$ cat src/rtl/core/fdps_pkg.sv
// Shared constants, configuration codes and stage types for the
// filtered distance servo controller. No dependencies.
`default_nettype none

package fdps_pkg;

	localparam int WINDOW_LEN = 30;
	localparam int PTR_W      = $clog2(WINDOW_LEN);

	localparam int DIST_W     = 13;
	localparam int GAIN_W     = 12;
	localparam int DEG_W      = 8;
	localparam int CFG_IDX_W  = 3;
	localparam int CFG_DATA_W = 13;

	// running sum of the window and the reciprocal used for sum / WINDOW_LEN
	localparam int SUM_W     = DIST_W + PTR_W;
	localparam int DIV_SHIFT = SUM_W + PTR_W;
	localparam logic [SUM_W:0] DIV_MULT = (SUM_W + 1)'(
		((64'd1 << DIV_SHIFT) + 64'(WINDOW_LEN) - 64'd1) / 64'(WINDOW_LEN));

	// term is (filtered - setpoint) * gain in 1/4096 degree
	localparam int TERM_W       = (DIST_W + 1) + (GAIN_W + 1);
	localparam int TERM_SHIFT   = 12;
	localparam int ANG_W        = TERM_W + 1;
	localparam int ANGLE_CENTER = 90;
	localparam int ANGLE_TOP    = 180;

	localparam logic [CFG_IDX_W-1:0] CFG_SETPOINT     = 3'd0;
	localparam logic [CFG_IDX_W-1:0] CFG_ACCEPT_LIMIT = 3'd1;
	localparam logic [CFG_IDX_W-1:0] CFG_GAIN         = 3'd2;
	localparam logic [CFG_IDX_W-1:0] CFG_TERM_MAX     = 3'd3;
	localparam logic [CFG_IDX_W-1:0] CFG_TERM_REPL    = 3'd4;

	localparam logic [DIST_W-1:0] RST_SETPOINT     = 13'd272;
	localparam logic [DIST_W-1:0] RST_ACCEPT_LIMIT = 13'd672;
	localparam logic [GAIN_W-1:0] RST_GAIN         = 12'd256;
	localparam logic [DEG_W-1:0]  RST_TERM_MAX     = 8'd180;
	localparam logic [DEG_W-1:0]  RST_TERM_REPL    = 8'd0;

	typedef struct packed {
		logic [DIST_W-1:0] setpoint;
		logic [DIST_W-1:0] accept_limit;
		logic [GAIN_W-1:0] gain;
		logic [DEG_W-1:0]  term_max;
		logic [DEG_W-1:0]  term_repl;
	} cfg_t;

	typedef struct packed {
		logic              enable;
		logic [DIST_W-1:0] filtered;
	} filt_t;

endpackage

`default_nettype wire

$ cat src/rtl/core/fdps_if.sv
// Valid/ready channel interfaces: request, result and configuration write.
// Depends on fdps_pkg.
`default_nettype none

interface fdps_req_if;
	logic                      valid;
	logic                      ready;
	logic                      enable;
	logic [fdps_pkg::DIST_W-1:0] reading;
	modport source (output valid, enable, reading, input ready);
	modport sink (input valid, enable, reading, output ready);
endinterface

interface fdps_rsp_if;
	logic                       valid;
	logic                       ready;
	logic                       drive_valid;
	logic [fdps_pkg::DEG_W-1:0]  drive_angle;
	logic [fdps_pkg::DIST_W-1:0] shown_distance;
	modport source (output valid, drive_valid, drive_angle, shown_distance, input ready);
	modport sink (input valid, drive_valid, drive_angle, shown_distance, output ready);
endinterface

interface fdps_cfg_if;
	logic                           valid;
	logic                           ready;
	logic [fdps_pkg::CFG_IDX_W-1:0]  index;
	logic [fdps_pkg::CFG_DATA_W-1:0] data;
	modport source (output valid, index, data, input ready);
	modport sink (input valid, index, data, output ready);
endinterface

`default_nettype wire

$ cat src/rtl/core/filtered_distance_p_servo_controller.sv
// Top level of the filtered distance proportional servo controller.
// Depends on fdps_pkg, fdps_if, fdps_filter and fdps_servo.
`default_nettype none

// One request carries an enable level and a distance reading in 1/16 cm and
// yields exactly one result. The block takes a request every cycle as long as
// the result side keeps up; a result passes through five register steps, the
// first at the edge that takes its request (ring RAM read, ring write-back
// with running-sum update, divide by the window length, gain multiply, angle
// saturation into the result register).
// When the result register is full and not taken, the whole pipeline holds and
// req.ready drops. The 30-entry window lives in a synchronous RAM; entries not
// yet written read as zero through per-entry valid bits, so no clearing pass
// follows reset. Configuration writes (cfg, indexes 0 setpoint, 1 accept_limit,
// 2 gain, 3 term_max, 4 term_replacement; others ignored) are always taken and
// should only be issued while no request is in flight.

module filtered_distance_p_servo_controller (
	input  wire logic    clk,
	input  wire logic    arst_n,
	fdps_cfg_if.sink     cfg,
	fdps_req_if.sink     req,
	fdps_rsp_if.source   rsp
);

	fdps_pkg::cfg_t  cfg_q;
	fdps_pkg::filt_t data_s3;
	logic            valid_s3;
	logic            advance;

	// configuration registers
	assign cfg.ready = 1'b1;

	always_ff @(posedge clk or negedge arst_n) begin
		if (!arst_n) begin
			cfg_q.setpoint     <= fdps_pkg::RST_SETPOINT;
			cfg_q.accept_limit <= fdps_pkg::RST_ACCEPT_LIMIT;
			cfg_q.gain         <= fdps_pkg::RST_GAIN;
			cfg_q.term_max     <= fdps_pkg::RST_TERM_MAX;
			cfg_q.term_repl    <= fdps_pkg::RST_TERM_REPL;
		end else if (cfg.valid) begin
			unique case (cfg.index)
				fdps_pkg::CFG_SETPOINT:     cfg_q.setpoint     <= cfg.data;
				fdps_pkg::CFG_ACCEPT_LIMIT: cfg_q.accept_limit <= cfg.data;
				fdps_pkg::CFG_GAIN:         cfg_q.gain <= cfg.data[fdps_pkg::GAIN_W-1:0];
				fdps_pkg::CFG_TERM_MAX:     cfg_q.term_max <= cfg.data[fdps_pkg::DEG_W-1:0];
				fdps_pkg::CFG_TERM_REPL:    cfg_q.term_repl <= cfg.data[fdps_pkg::DEG_W-1:0];
				default: begin
				end
			endcase
		end
	end

	// pipeline advances whenever the result register can take a new item
	assign req.ready = advance;

	fdps_filter u_filter (
		.clk          (clk),
		.arst_n       (arst_n),
		.advance      (advance),
		.req_valid    (req.valid),
		.enable       (req.enable),
		.reading      (req.reading),
		.accept_limit (cfg_q.accept_limit),
		.valid_s3     (valid_s3),
		.data_s3      (data_s3)
	);

	fdps_servo u_servo (
		.clk            (clk),
		.arst_n         (arst_n),
		.cfg            (cfg_q),
		.valid_s3       (valid_s3),
		.data_s3        (data_s3),
		.rsp_ready      (rsp.ready),
		.advance        (advance),
		.rsp_valid      (rsp.valid),
		.drive_valid    (rsp.drive_valid),
		.drive_angle    (rsp.drive_angle),
		.shown_distance (rsp.shown_distance)
	);

endmodule

`default_nettype wire

$ cat src/rtl/core/fdps_filter.sv
// Held distance, moving-average ring in a synchronous RAM, running sum and
// divide by the window length. Depends on fdps_pkg.
`default_nettype none

module fdps_filter (
	input  wire logic                         clk,
	input  wire logic                         arst_n,
	input  wire logic                         advance,
	input  wire logic                         req_valid,
	input  wire logic                         enable,
	input  wire logic [fdps_pkg::DIST_W-1:0]  reading,
	input  wire logic [fdps_pkg::DIST_W-1:0]  accept_limit,
	output logic                              valid_s3,
	output fdps_pkg::filt_t                   data_s3
);

	logic [fdps_pkg::DIST_W-1:0] mem [fdps_pkg::WINDOW_LEN];
	logic [fdps_pkg::DIST_W-1:0] rdata_q;
	logic [fdps_pkg::WINDOW_LEN-1:0] wvld_q;

	logic [fdps_pkg::PTR_W-1:0]  ptr_q;
	logic [fdps_pkg::DIST_W-1:0] held_q;
	logic [fdps_pkg::SUM_W-1:0]  sum_q;
	logic [fdps_pkg::DIST_W-1:0] filtered_q;

	logic                        accept;
	logic [fdps_pkg::DIST_W-1:0] held_next;
	logic                        push;
	logic                        ram_re;
	logic                        ram_we;

	logic                        valid_s1, enable_s1, push_s1;
	logic [fdps_pkg::DIST_W-1:0] sample_s1;
	logic [fdps_pkg::PTR_W-1:0]  addr_s1;
	logic [fdps_pkg::DIST_W-1:0] old_s1;
	logic [fdps_pkg::SUM_W-1:0]  sum_new;

	logic                        valid_s2, enable_s2, push_s2;
	logic [fdps_pkg::SUM_W-1:0]  sum_s2;
	logic [2*fdps_pkg::SUM_W:0]  quot_prod;
	logic [fdps_pkg::DIST_W-1:0] quot;

	// accept side: held distance and window entry decision
	assign accept    = req_valid && advance;
	assign held_next = (reading <= accept_limit) ? reading : held_q;
	assign push      = enable && (held_next < accept_limit);
	assign ram_re    = accept && push;

	always_ff @(posedge clk or negedge arst_n) begin
		if (!arst_n) begin
			held_q <= '0;
			ptr_q  <= '0;
		end else if (accept && enable) begin
			held_q <= held_next;
			if (push) begin
				ptr_q <= (ptr_q == fdps_pkg::PTR_W'(fdps_pkg::WINDOW_LEN - 1)) ?
					'0 : ptr_q + 1'b1;
			end
		end
	end

	// ring RAM, registered read
	always_ff @(posedge clk) begin
		if (ram_re) begin
			rdata_q <= mem[ptr_q];
		end
		if (ram_we) begin
			mem[addr_s1] <= sample_s1;
		end
	end

	always_ff @(posedge clk or negedge arst_n) begin
		if (!arst_n) begin
			valid_s1 <= 1'b0;
		end else if (advance) begin
			valid_s1 <= req_valid;
		end
	end

	always_ff @(posedge clk) begin
		if (advance) begin
			enable_s1 <= enable;
			push_s1   <= push;
			sample_s1 <= held_next;
			addr_s1   <= ptr_q;
		end
	end

	// stage 1: read-modify-write of the ring and the running sum
	assign ram_we  = advance && valid_s1 && push_s1;
	assign old_s1  = wvld_q[addr_s1] ? rdata_q : '0;
	assign sum_new = sum_q - fdps_pkg::SUM_W'(old_s1) + fdps_pkg::SUM_W'(sample_s1);

	always_ff @(posedge clk or negedge arst_n) begin
		if (!arst_n) begin
			wvld_q <= '0;
			sum_q  <= '0;
		end else if (ram_we) begin
			wvld_q[addr_s1] <= 1'b1;
			sum_q           <= sum_new;
		end
	end

	always_ff @(posedge clk or negedge arst_n) begin
		if (!arst_n) begin
			valid_s2 <= 1'b0;
		end else if (advance) begin
			valid_s2 <= valid_s1;
		end
	end

	always_ff @(posedge clk) begin
		if (advance) begin
			enable_s2 <= enable_s1;
			push_s2   <= push_s1;
			sum_s2    <= sum_new;
		end
	end

	// stage 2: sum / WINDOW_LEN by reciprocal multiply
	assign quot_prod = (2*fdps_pkg::SUM_W + 1)'(sum_s2) * (2*fdps_pkg::SUM_W + 1)'(fdps_pkg::DIV_MULT);
	assign quot      = fdps_pkg::DIST_W'(quot_prod >> fdps_pkg::DIV_SHIFT);

	always_ff @(posedge clk or negedge arst_n) begin
		if (!arst_n) begin
			filtered_q <= '0;
		end else if (advance && valid_s2 && push_s2) begin
			filtered_q <= quot;
		end
	end

	always_ff @(posedge clk or negedge arst_n) begin
		if (!arst_n) begin
			valid_s3 <= 1'b0;
		end else if (advance) begin
			valid_s3 <= valid_s2;
		end
	end

	always_ff @(posedge clk) begin
		if (advance) begin
			data_s3.enable   <= enable_s2;
			data_s3.filtered <= push_s2 ? quot : filtered_q;
		end
	end

	// ring pointer never leaves the window
	a_ptr_range: assert property (@(posedge clk) disable iff (!arst_n)
		ptr_q < fdps_pkg::PTR_W'(fdps_pkg::WINDOW_LEN - 1) ||
		ptr_q == fdps_pkg::PTR_W'(fdps_pkg::WINDOW_LEN - 1))
		else $error("window pointer out of range");

	// a write-back never hits the entry being read in the same cycle
	a_no_rw_clash: assert property (@(posedge clk) disable iff (!arst_n)
		(ram_we && ram_re) |-> (addr_s1 != ptr_q))
		else $error("ring read and write-back collide");

	// every ring read is followed by its write-back in stage 1
	a_wb_follows_read: assert property (@(posedge clk) disable iff (!arst_n)
		ram_re |=> (valid_s1 && push_s1 && enable_s1))
		else $error("ring read not followed by its write-back stage");

endmodule

`default_nettype wire

$ cat src/rtl/core/fdps_servo.sv
// Proportional term, term replacement, angle saturation and the result
// register with backpressure. Depends on fdps_pkg.
`default_nettype none

module fdps_servo (
	input  wire logic                        clk,
	input  wire logic                        arst_n,
	input  wire fdps_pkg::cfg_t              cfg,
	input  wire logic                        valid_s3,
	input  wire fdps_pkg::filt_t             data_s3,
	input  wire logic                        rsp_ready,
	output logic                             advance,
	output logic                             rsp_valid,
	output logic                             drive_valid,
	output logic [fdps_pkg::DEG_W-1:0]       drive_angle,
	output logic [fdps_pkg::DIST_W-1:0]      shown_distance
);

	localparam int PAD_W = fdps_pkg::TERM_W - fdps_pkg::DEG_W - fdps_pkg::TERM_SHIFT;
	localparam int WHOLE_W = fdps_pkg::ANG_W - fdps_pkg::TERM_SHIFT;
	localparam logic signed [fdps_pkg::ANG_W-1:0] CENTER_FX =
		fdps_pkg::ANG_W'(fdps_pkg::ANGLE_CENTER * (2 ** fdps_pkg::TERM_SHIFT));
	localparam logic [WHOLE_W-1:0] TOP_W = WHOLE_W'(fdps_pkg::ANGLE_TOP);

	logic signed [fdps_pkg::DIST_W:0]   diff;
	logic signed [fdps_pkg::TERM_W-1:0] term;

	logic                               valid_s4, enable_s4;
	logic [fdps_pkg::DIST_W-1:0]        filt_s4;
	logic signed [fdps_pkg::TERM_W-1:0] term_s4;

	logic signed [fdps_pkg::TERM_W-1:0] term_lim;
	logic signed [fdps_pkg::TERM_W-1:0] term_sub;
	logic signed [fdps_pkg::TERM_W-1:0] term_eff;
	logic signed [fdps_pkg::ANG_W-1:0]  ang_fx;
	logic [WHOLE_W-1:0]                 ang_whole;
	logic [fdps_pkg::DEG_W-1:0]         angle;
	logic                               nonzero;

	assign advance = !rsp_valid || rsp_ready;

	// stage 3: signed error times gain
	assign diff = $signed({1'b0, data_s3.filtered}) - $signed({1'b0, cfg.setpoint});
	assign term = fdps_pkg::TERM_W'(diff) * fdps_pkg::TERM_W'($signed({1'b0, cfg.gain}));

	always_ff @(posedge clk or negedge arst_n) begin
		if (!arst_n) begin
			valid_s4 <= 1'b0;
		end else if (advance) begin
			valid_s4 <= valid_s3;
		end
	end

	always_ff @(posedge clk) begin
		if (advance) begin
			enable_s4 <= data_s3.enable;
			filt_s4   <= data_s3.filtered;
			term_s4   <= term;
		end
	end

	// stage 4: replacement, center offset, saturation
	assign term_lim = $signed({{PAD_W{1'b0}}, cfg.term_max, {fdps_pkg::TERM_SHIFT{1'b0}}});
	assign term_sub = $signed({{PAD_W{1'b0}}, cfg.term_repl, {fdps_pkg::TERM_SHIFT{1'b0}}});
	assign term_eff = (term_s4 >= term_lim) ? term_sub : term_s4;
	assign nonzero  = (term_eff != '0);
	assign ang_fx   = CENTER_FX - $signed({term_eff[fdps_pkg::TERM_W-1], term_eff});
	assign ang_whole = ang_fx[fdps_pkg::ANG_W-1:fdps_pkg::TERM_SHIFT];

	always_comb begin
		if (ang_fx <= 0) begin
			angle = '0;
		end else if (ang_whole > TOP_W) begin
			angle = fdps_pkg::DEG_W'(fdps_pkg::ANGLE_TOP);
		end else begin
			angle = ang_whole[fdps_pkg::DEG_W-1:0];
		end
	end

	always_ff @(posedge clk or negedge arst_n) begin
		if (!arst_n) begin
			rsp_valid <= 1'b0;
		end else if (advance) begin
			rsp_valid <= valid_s4;
		end
	end

	always_ff @(posedge clk) begin
		if (advance) begin
			drive_valid    <= enable_s4 && nonzero;
			drive_angle    <= (enable_s4 && nonzero) ? angle : '0;
			shown_distance <= enable_s4 ? filt_s4 : '0;
		end
	end

	a_angle_range: assert property (@(posedge clk) disable iff (!arst_n)
		rsp_valid |-> (drive_angle <= fdps_pkg::DEG_W'(fdps_pkg::ANGLE_TOP)))
		else $error("drive angle above top");

	a_idle_angle: assert property (@(posedge clk) disable iff (!arst_n)
		(rsp_valid && !drive_valid) |-> (drive_angle == '0))
		else $error("angle set without a command");

	a_stall_holds: assert property (@(posedge clk) disable iff (!arst_n)
		(valid_s4 && rsp_valid && !rsp_ready) |=> valid_s4)
		else $error("pipeline item lost during stall");

endmodule

`default_nettype wire

$ cat src/flat_wrapper.sv
// flat-port wrapper written by rule: the top's interface ports become plain ports
module filtered_distance_p_servo_controller_flat 
  (clk, arst_n, cfg_valid, cfg_index, cfg_data, cfg_ready, req_valid, req_enable, req_reading, req_ready, rsp_valid, rsp_drive_valid, rsp_drive_angle, rsp_shown_distance, rsp_ready);
  fdps_cfg_if cfg_i ();
  fdps_req_if req_i ();
  fdps_rsp_if rsp_i ();
  input  wire logic clk;
  input  wire logic arst_n;
  input wire logic [$bits(cfg_i.valid)-1:0] cfg_valid;
  input wire logic [$bits(cfg_i.index)-1:0] cfg_index;
  input wire logic [$bits(cfg_i.data)-1:0] cfg_data;
  output wire logic [$bits(cfg_i.ready)-1:0] cfg_ready;
  input wire logic [$bits(req_i.valid)-1:0] req_valid;
  input wire logic [$bits(req_i.enable)-1:0] req_enable;
  input wire logic [$bits(req_i.reading)-1:0] req_reading;
  output wire logic [$bits(req_i.ready)-1:0] req_ready;
  output wire logic [$bits(rsp_i.valid)-1:0] rsp_valid;
  output wire logic [$bits(rsp_i.drive_valid)-1:0] rsp_drive_valid;
  output wire logic [$bits(rsp_i.drive_angle)-1:0] rsp_drive_angle;
  output wire logic [$bits(rsp_i.shown_distance)-1:0] rsp_shown_distance;
  input wire logic [$bits(rsp_i.ready)-1:0] rsp_ready;
  assign cfg_i.valid = cfg_valid;
  assign cfg_i.index = cfg_index;
  assign cfg_i.data = cfg_data;
  assign cfg_ready = cfg_i.ready;
  assign req_i.valid = req_valid;
  assign req_i.enable = req_enable;
  assign req_i.reading = req_reading;
  assign req_ready = req_i.ready;
  assign rsp_valid = rsp_i.valid;
  assign rsp_drive_valid = rsp_i.drive_valid;
  assign rsp_drive_angle = rsp_i.drive_angle;
  assign rsp_shown_distance = rsp_i.shown_distance;
  assign rsp_i.ready = rsp_ready;
  filtered_distance_p_servo_controller u_core (.clk(clk), .arst_n(arst_n), .cfg(cfg_i), .req(req_i), .rsp(rsp_i));
endmodule
$ cat config.mk
export PLATFORM = sky130hd
export DESIGN_NAME = filtered_distance_p_servo_controller_flat
export DESIGN_NICKNAME = d
export VERILOG_FILES = /design/src/rtl/core/fdps_pkg.sv /design/src/rtl/core/fdps_if.sv /design/src/rtl/core/filtered_distance_p_servo_controller.sv /design/src/rtl/core/fdps_filter.sv /design/src/rtl/core/fdps_servo.sv /design/src/flat_wrapper.sv
export SDC_FILE = /design/constraint.sdc
export NUM_CORES = 2
export LEC_CHECK = 0
export BUFFER_PORTS_ARGS = -buffer_cell sky130_fd_sc_hd__buf_2
export CAP_MARGIN = 20
export CORE_MARGIN = 3
export CORE_UTILIZATION = 50
export CTS_BUF_LIST = sky130_fd_sc_hd__clkbuf_8
export CTS_CLUSTER_SIZE = 40
export DETAILED_ROUTE_END_ITERATION = 16
export GPL_TIMING_DRIVEN = 0
export MAX_ROUTING_LAYER = met4
export PLACE_DENSITY_LB_ADDON = 0.05
export SYNTH_ARGS = -nofsm -noshare
export SYNTH_HDL_FRONTEND = slang
export SYNTH_SLANG_ARGS = --single-unit
$ cat constraint.sdc
create_clock -name clk -period 8.1 [get_ports clk]
set_clock_uncertainty 0.2 [all_clocks]
set_input_delay 0.405 -clock clk [delete_from_list [all_inputs] [get_ports clk]]
set_output_delay 0.405 -clock clk [all_outputs]
set_load 0.01 [all_outputs]
==> run_results.csv <==
group,metric,value,unit
floorplan,chipWidth,282,um
logic_synthesis,synth_top_area_share,41.0,%
worst_setup_path,r2r_setup_slack,0.26,ns
logic_synthesis,synth_edf_count,520,
worst_setup_path,worstPathMaxFanout,10,
sta,hold_viol_final,0,
sta,layout_setup_ws,0.259,ns
clocking,cts.sinks,658,
sta,layout_min_cycle_time,7.84,ns
logic_synthesis,synthTopCellsByArea,"edfxtp_1 (41%), fa_1 (11%), dfrtp_1 (8.4%)",
global_route,grt_max_degree,77,
finish,nets,3578,
sta,max-slew-margin-rel,31.5,%
drt,drt_iter0_drc,1553,
logic_synthesis,ys_types,76,
finish,syn2layout_area_growth,13.1,%
floorplan,rows,100,
worst_setup_path,required,8.34,ns
global_route,grt_util_all_layers,24.4,%
sta,fin_crit_sh,96.8,%
clocking,clock_latency,0.73,ns
drt,firstDrtPassIters,5,
logic_synthesis,ys_ff_latch,658,
drt,vias,22900,
worst_setup_path,r2r-start,"u_core.cfg_q[41]",
sta,fmax,128,MHz
finish,multi_input_area,17200,um^2
clocking,cts_buffer_depth,3,
sta,whs,0.0299,ns
drt,dr_wl_met3,4470,um
floorplan,die_h,282,um
drt,met1_length,39800,um
hold_path,hold_path_class,"primary input to asynchronous set/reset pin",
logic_synthesis,yosysSeqAreaShare,50.1,%
worst_setup_path,ff2ff_path_depth,30,
clocking,clockRootBuffer,"clkbuf_8",
place,routabilityCongestion,0.905,
sta,rsz0062_at_grt,"false",
clocking,cts_tree,"built",
flow_run,drv_cap,0,
sta,setup_tns,0,ns
drt,wl,90800,um
sta,setup_violations,0,
place,place_area,40100,um^2
worst_setup_path,crit_start,"u_core.cfg_q[41]",
logic_synthesis,synth_area_leader_cell,"edfxtp_1",
floorplan,die_area,79500,um^2
logic_synthesis,yosysMostFrequentCell,"edfxtp_1",
finish,register_area,19100,um^2
logic_synthesis,async_flop_share,21.0,%
drt,viasPerCell,5.51,
logic_synthesis,yosys_warnings,0,
global_route,overflow,0,
sta,drv_slew,0,
worst_setup_path,crit_type,"register to register",
finish,design_area,43100,um^2
floorplan,io_pins,60,
clocking,h-tree-depth,3,
worst_setup_path,critical-path-max-stage-delay,0.57,ns
drt,wl_met2,43000,um
finish,fill_cells,6126,
worst_setup_path,cp_slowest_cell,"fa_1",
worst_setup_path,critPathLaunchType,"register",
logic_synthesis,postSynthCellCount,2838,
floorplan,design.core.area,74900,um^2
global_route,antenna_found_initial,3,
global_route,grt_pass1_wl,141000,um
place,portBuffers,58,
logic_synthesis,synth_fp_nets,3322,
worst_setup_path,crit_top_cell,"fa_1",
worst_setup_path,r2r-end,"u_core.u_servo.term_s4[25]",
worst_setup_path,setup.worst_path.end_class,"register",
place,dp_slack,-0.456,ns
global_route,grt_pass1_vias,24100,
place,hpwl,68500,um
sta,worstMarginPinSlew,1.03,ns
drt,avgRoutedWirePerCell,21.8,um
drt,drtAntennaViolNets,0,
logic_synthesis,ys_top_cells_by_count,"edfxtp_1 (520), inv_1 (411), ha_1 (237)",
drt,drc,0,
status,status,"complete, no violations",
finish,drive_gt1_share,18.1,%
logic_synthesis,synth_area,38100,um^2
logic_synthesis,syn-mean-instance-area,13.4,um^2
logic_synthesis,ys.flop_type,"edfxtp_1",
clocking,cts.reportedPaths.clkPinSlew,0.06,ns
floorplan,initial_utilization,50.8,%
clocking,cts_made_buffers,109,
worst_setup_path,arrival,8.08,ns
drt,top_layer,"met4",
[how the worst max path moves through the flow]
stage                            endpoint  slack (ns)  depth (start not counted)
3_3_place_gp    u_core.u_filter.held_q[6]       -0.45                          6
2_1_floorplan  u_core.u_servo.term_s4[25]        0.78                         28
4_1_cts        u_core.u_servo.term_s4[26]       0.005                         30
5_1_grt        u_core.u_servo.term_s4[26]       0.006                         31
6_report       u_core.u_servo.term_s4[25]        0.26                         30
3_5_place_dp   u_core.u_servo.term_s4[25]       -0.46                         28
[routing by layer]
| layer | global-route usage, % | vias to the layer above |
|---|---|---|
| li1 | - | 10600 |
| met1 | 32.4 | 11600 |
| met2 | 38.6 | 598 |
| met3 | 3.68 | 184 |
| met4 | 8.76 | 0 |
| met5 | - | - |
[sequential cells by signal, summed over array words and instances, names as in the netlist, 5 cells and up]
register,count
u_core.cfg_q,54
u_core.u_filter.addr_s1,5
u_core.u_filter.data_s3,14
u_core.u_filter.filtered_q,13
u_core.u_filter.held_q,13
u_core.u_filter.mem,390
u_core.u_filter.ptr_q,5
u_core.u_filter.rdata_q,13
u_core.u_filter.sample_s1,13
u_core.u_filter.sum_q,18
u_core.u_filter.sum_s2,18
u_core.u_filter.wvld_q,30
u_core.u_servo.drive_angle,8
u_core.u_servo.filt_s4,13
u_core.u_servo.shown_distance,13
u_core.u_servo.term_s4,27
[cell families (layout without fill, tap and decap cells)]
group | Yosys count | after routing | share of synthesized area (%)
simple gates | 599 | 599 | 7.99
fa+ha+maj | 449 | 449 | 18.9
mux | 255 | 255 | 11.2
flops | 658 | 658 | 50.1
other cells | 1 | 2 | 0.00985
buf+inv | 511 | 863 | 5.08
compound gates | 301 | 301 | 5.19
xor+xnor | 64 | 64 | 1.47
[final cells by class]
class | instances | share of cell area (%)
Antenna cell | 1 | 0.00581
Multi-Input combinational cell | 1669 | 39.8
Timing Repair Buffer | 146 | 3.33
Tap cell | 969 | 2.82
Inverter | 411 | 3.58
Sequential cell | 658 | 44.3
Clock inverter | 90 | 1.38
Clock buffer | 117 | 3.74
Buffer | 99 | 0.982
[placed cells by master, fill, tap and decap left out, types with 36 or more instances in the layout]
cell	n
nor2_1	95
buf_2	59
dfrtp_1	128
fa_1	211
ha_1	237
nand3_1	42
clkbuf_8	117
a21oi_1	62
nand2b_1	36
edfxtp_1	520
mux2_2	109
nand2_1	181
o21ai_0	82
inv_1	451
and2_1	74
clkbuf_1	66
mux4_2	124
xnor2_1	44
[metrics by stage]
stage	std cells	util, %
floorplan	2838	-
global placement	3865	52.8
detailed placement	3902	53.5
CTS	4144	57.0
global route	4160	57.4
finish	4160	57.4
[critical path: cells and delay by family, from the launching register on]
family | cells | cell delay, ns
xor gates and xnor gates | 2 | 0.32
DFF | 1 | 0.47
and+or+nand+nor | 3 | 0.47
AOI/OAI and AO/OA | 12 | 2.14
buffers and inverters | 5 | 0.41
adders and majority gates | 8 | 3.55
[timing repair]
item | 4_1_cts | 5_1_grt
hold buffers | 34 | 1
setup endpoints to repair | 7 | 9
cloned | 0 | 0
endpoints found under the hold margin | 153 | 1
pin swaps | 2 | 6
gates resized for setup | 25 | 25
buffers inserted | 1 | 3
Power is not shown: default switching activity piles up to over one toggle a cycle in this logic, so the estimate is an artifact.
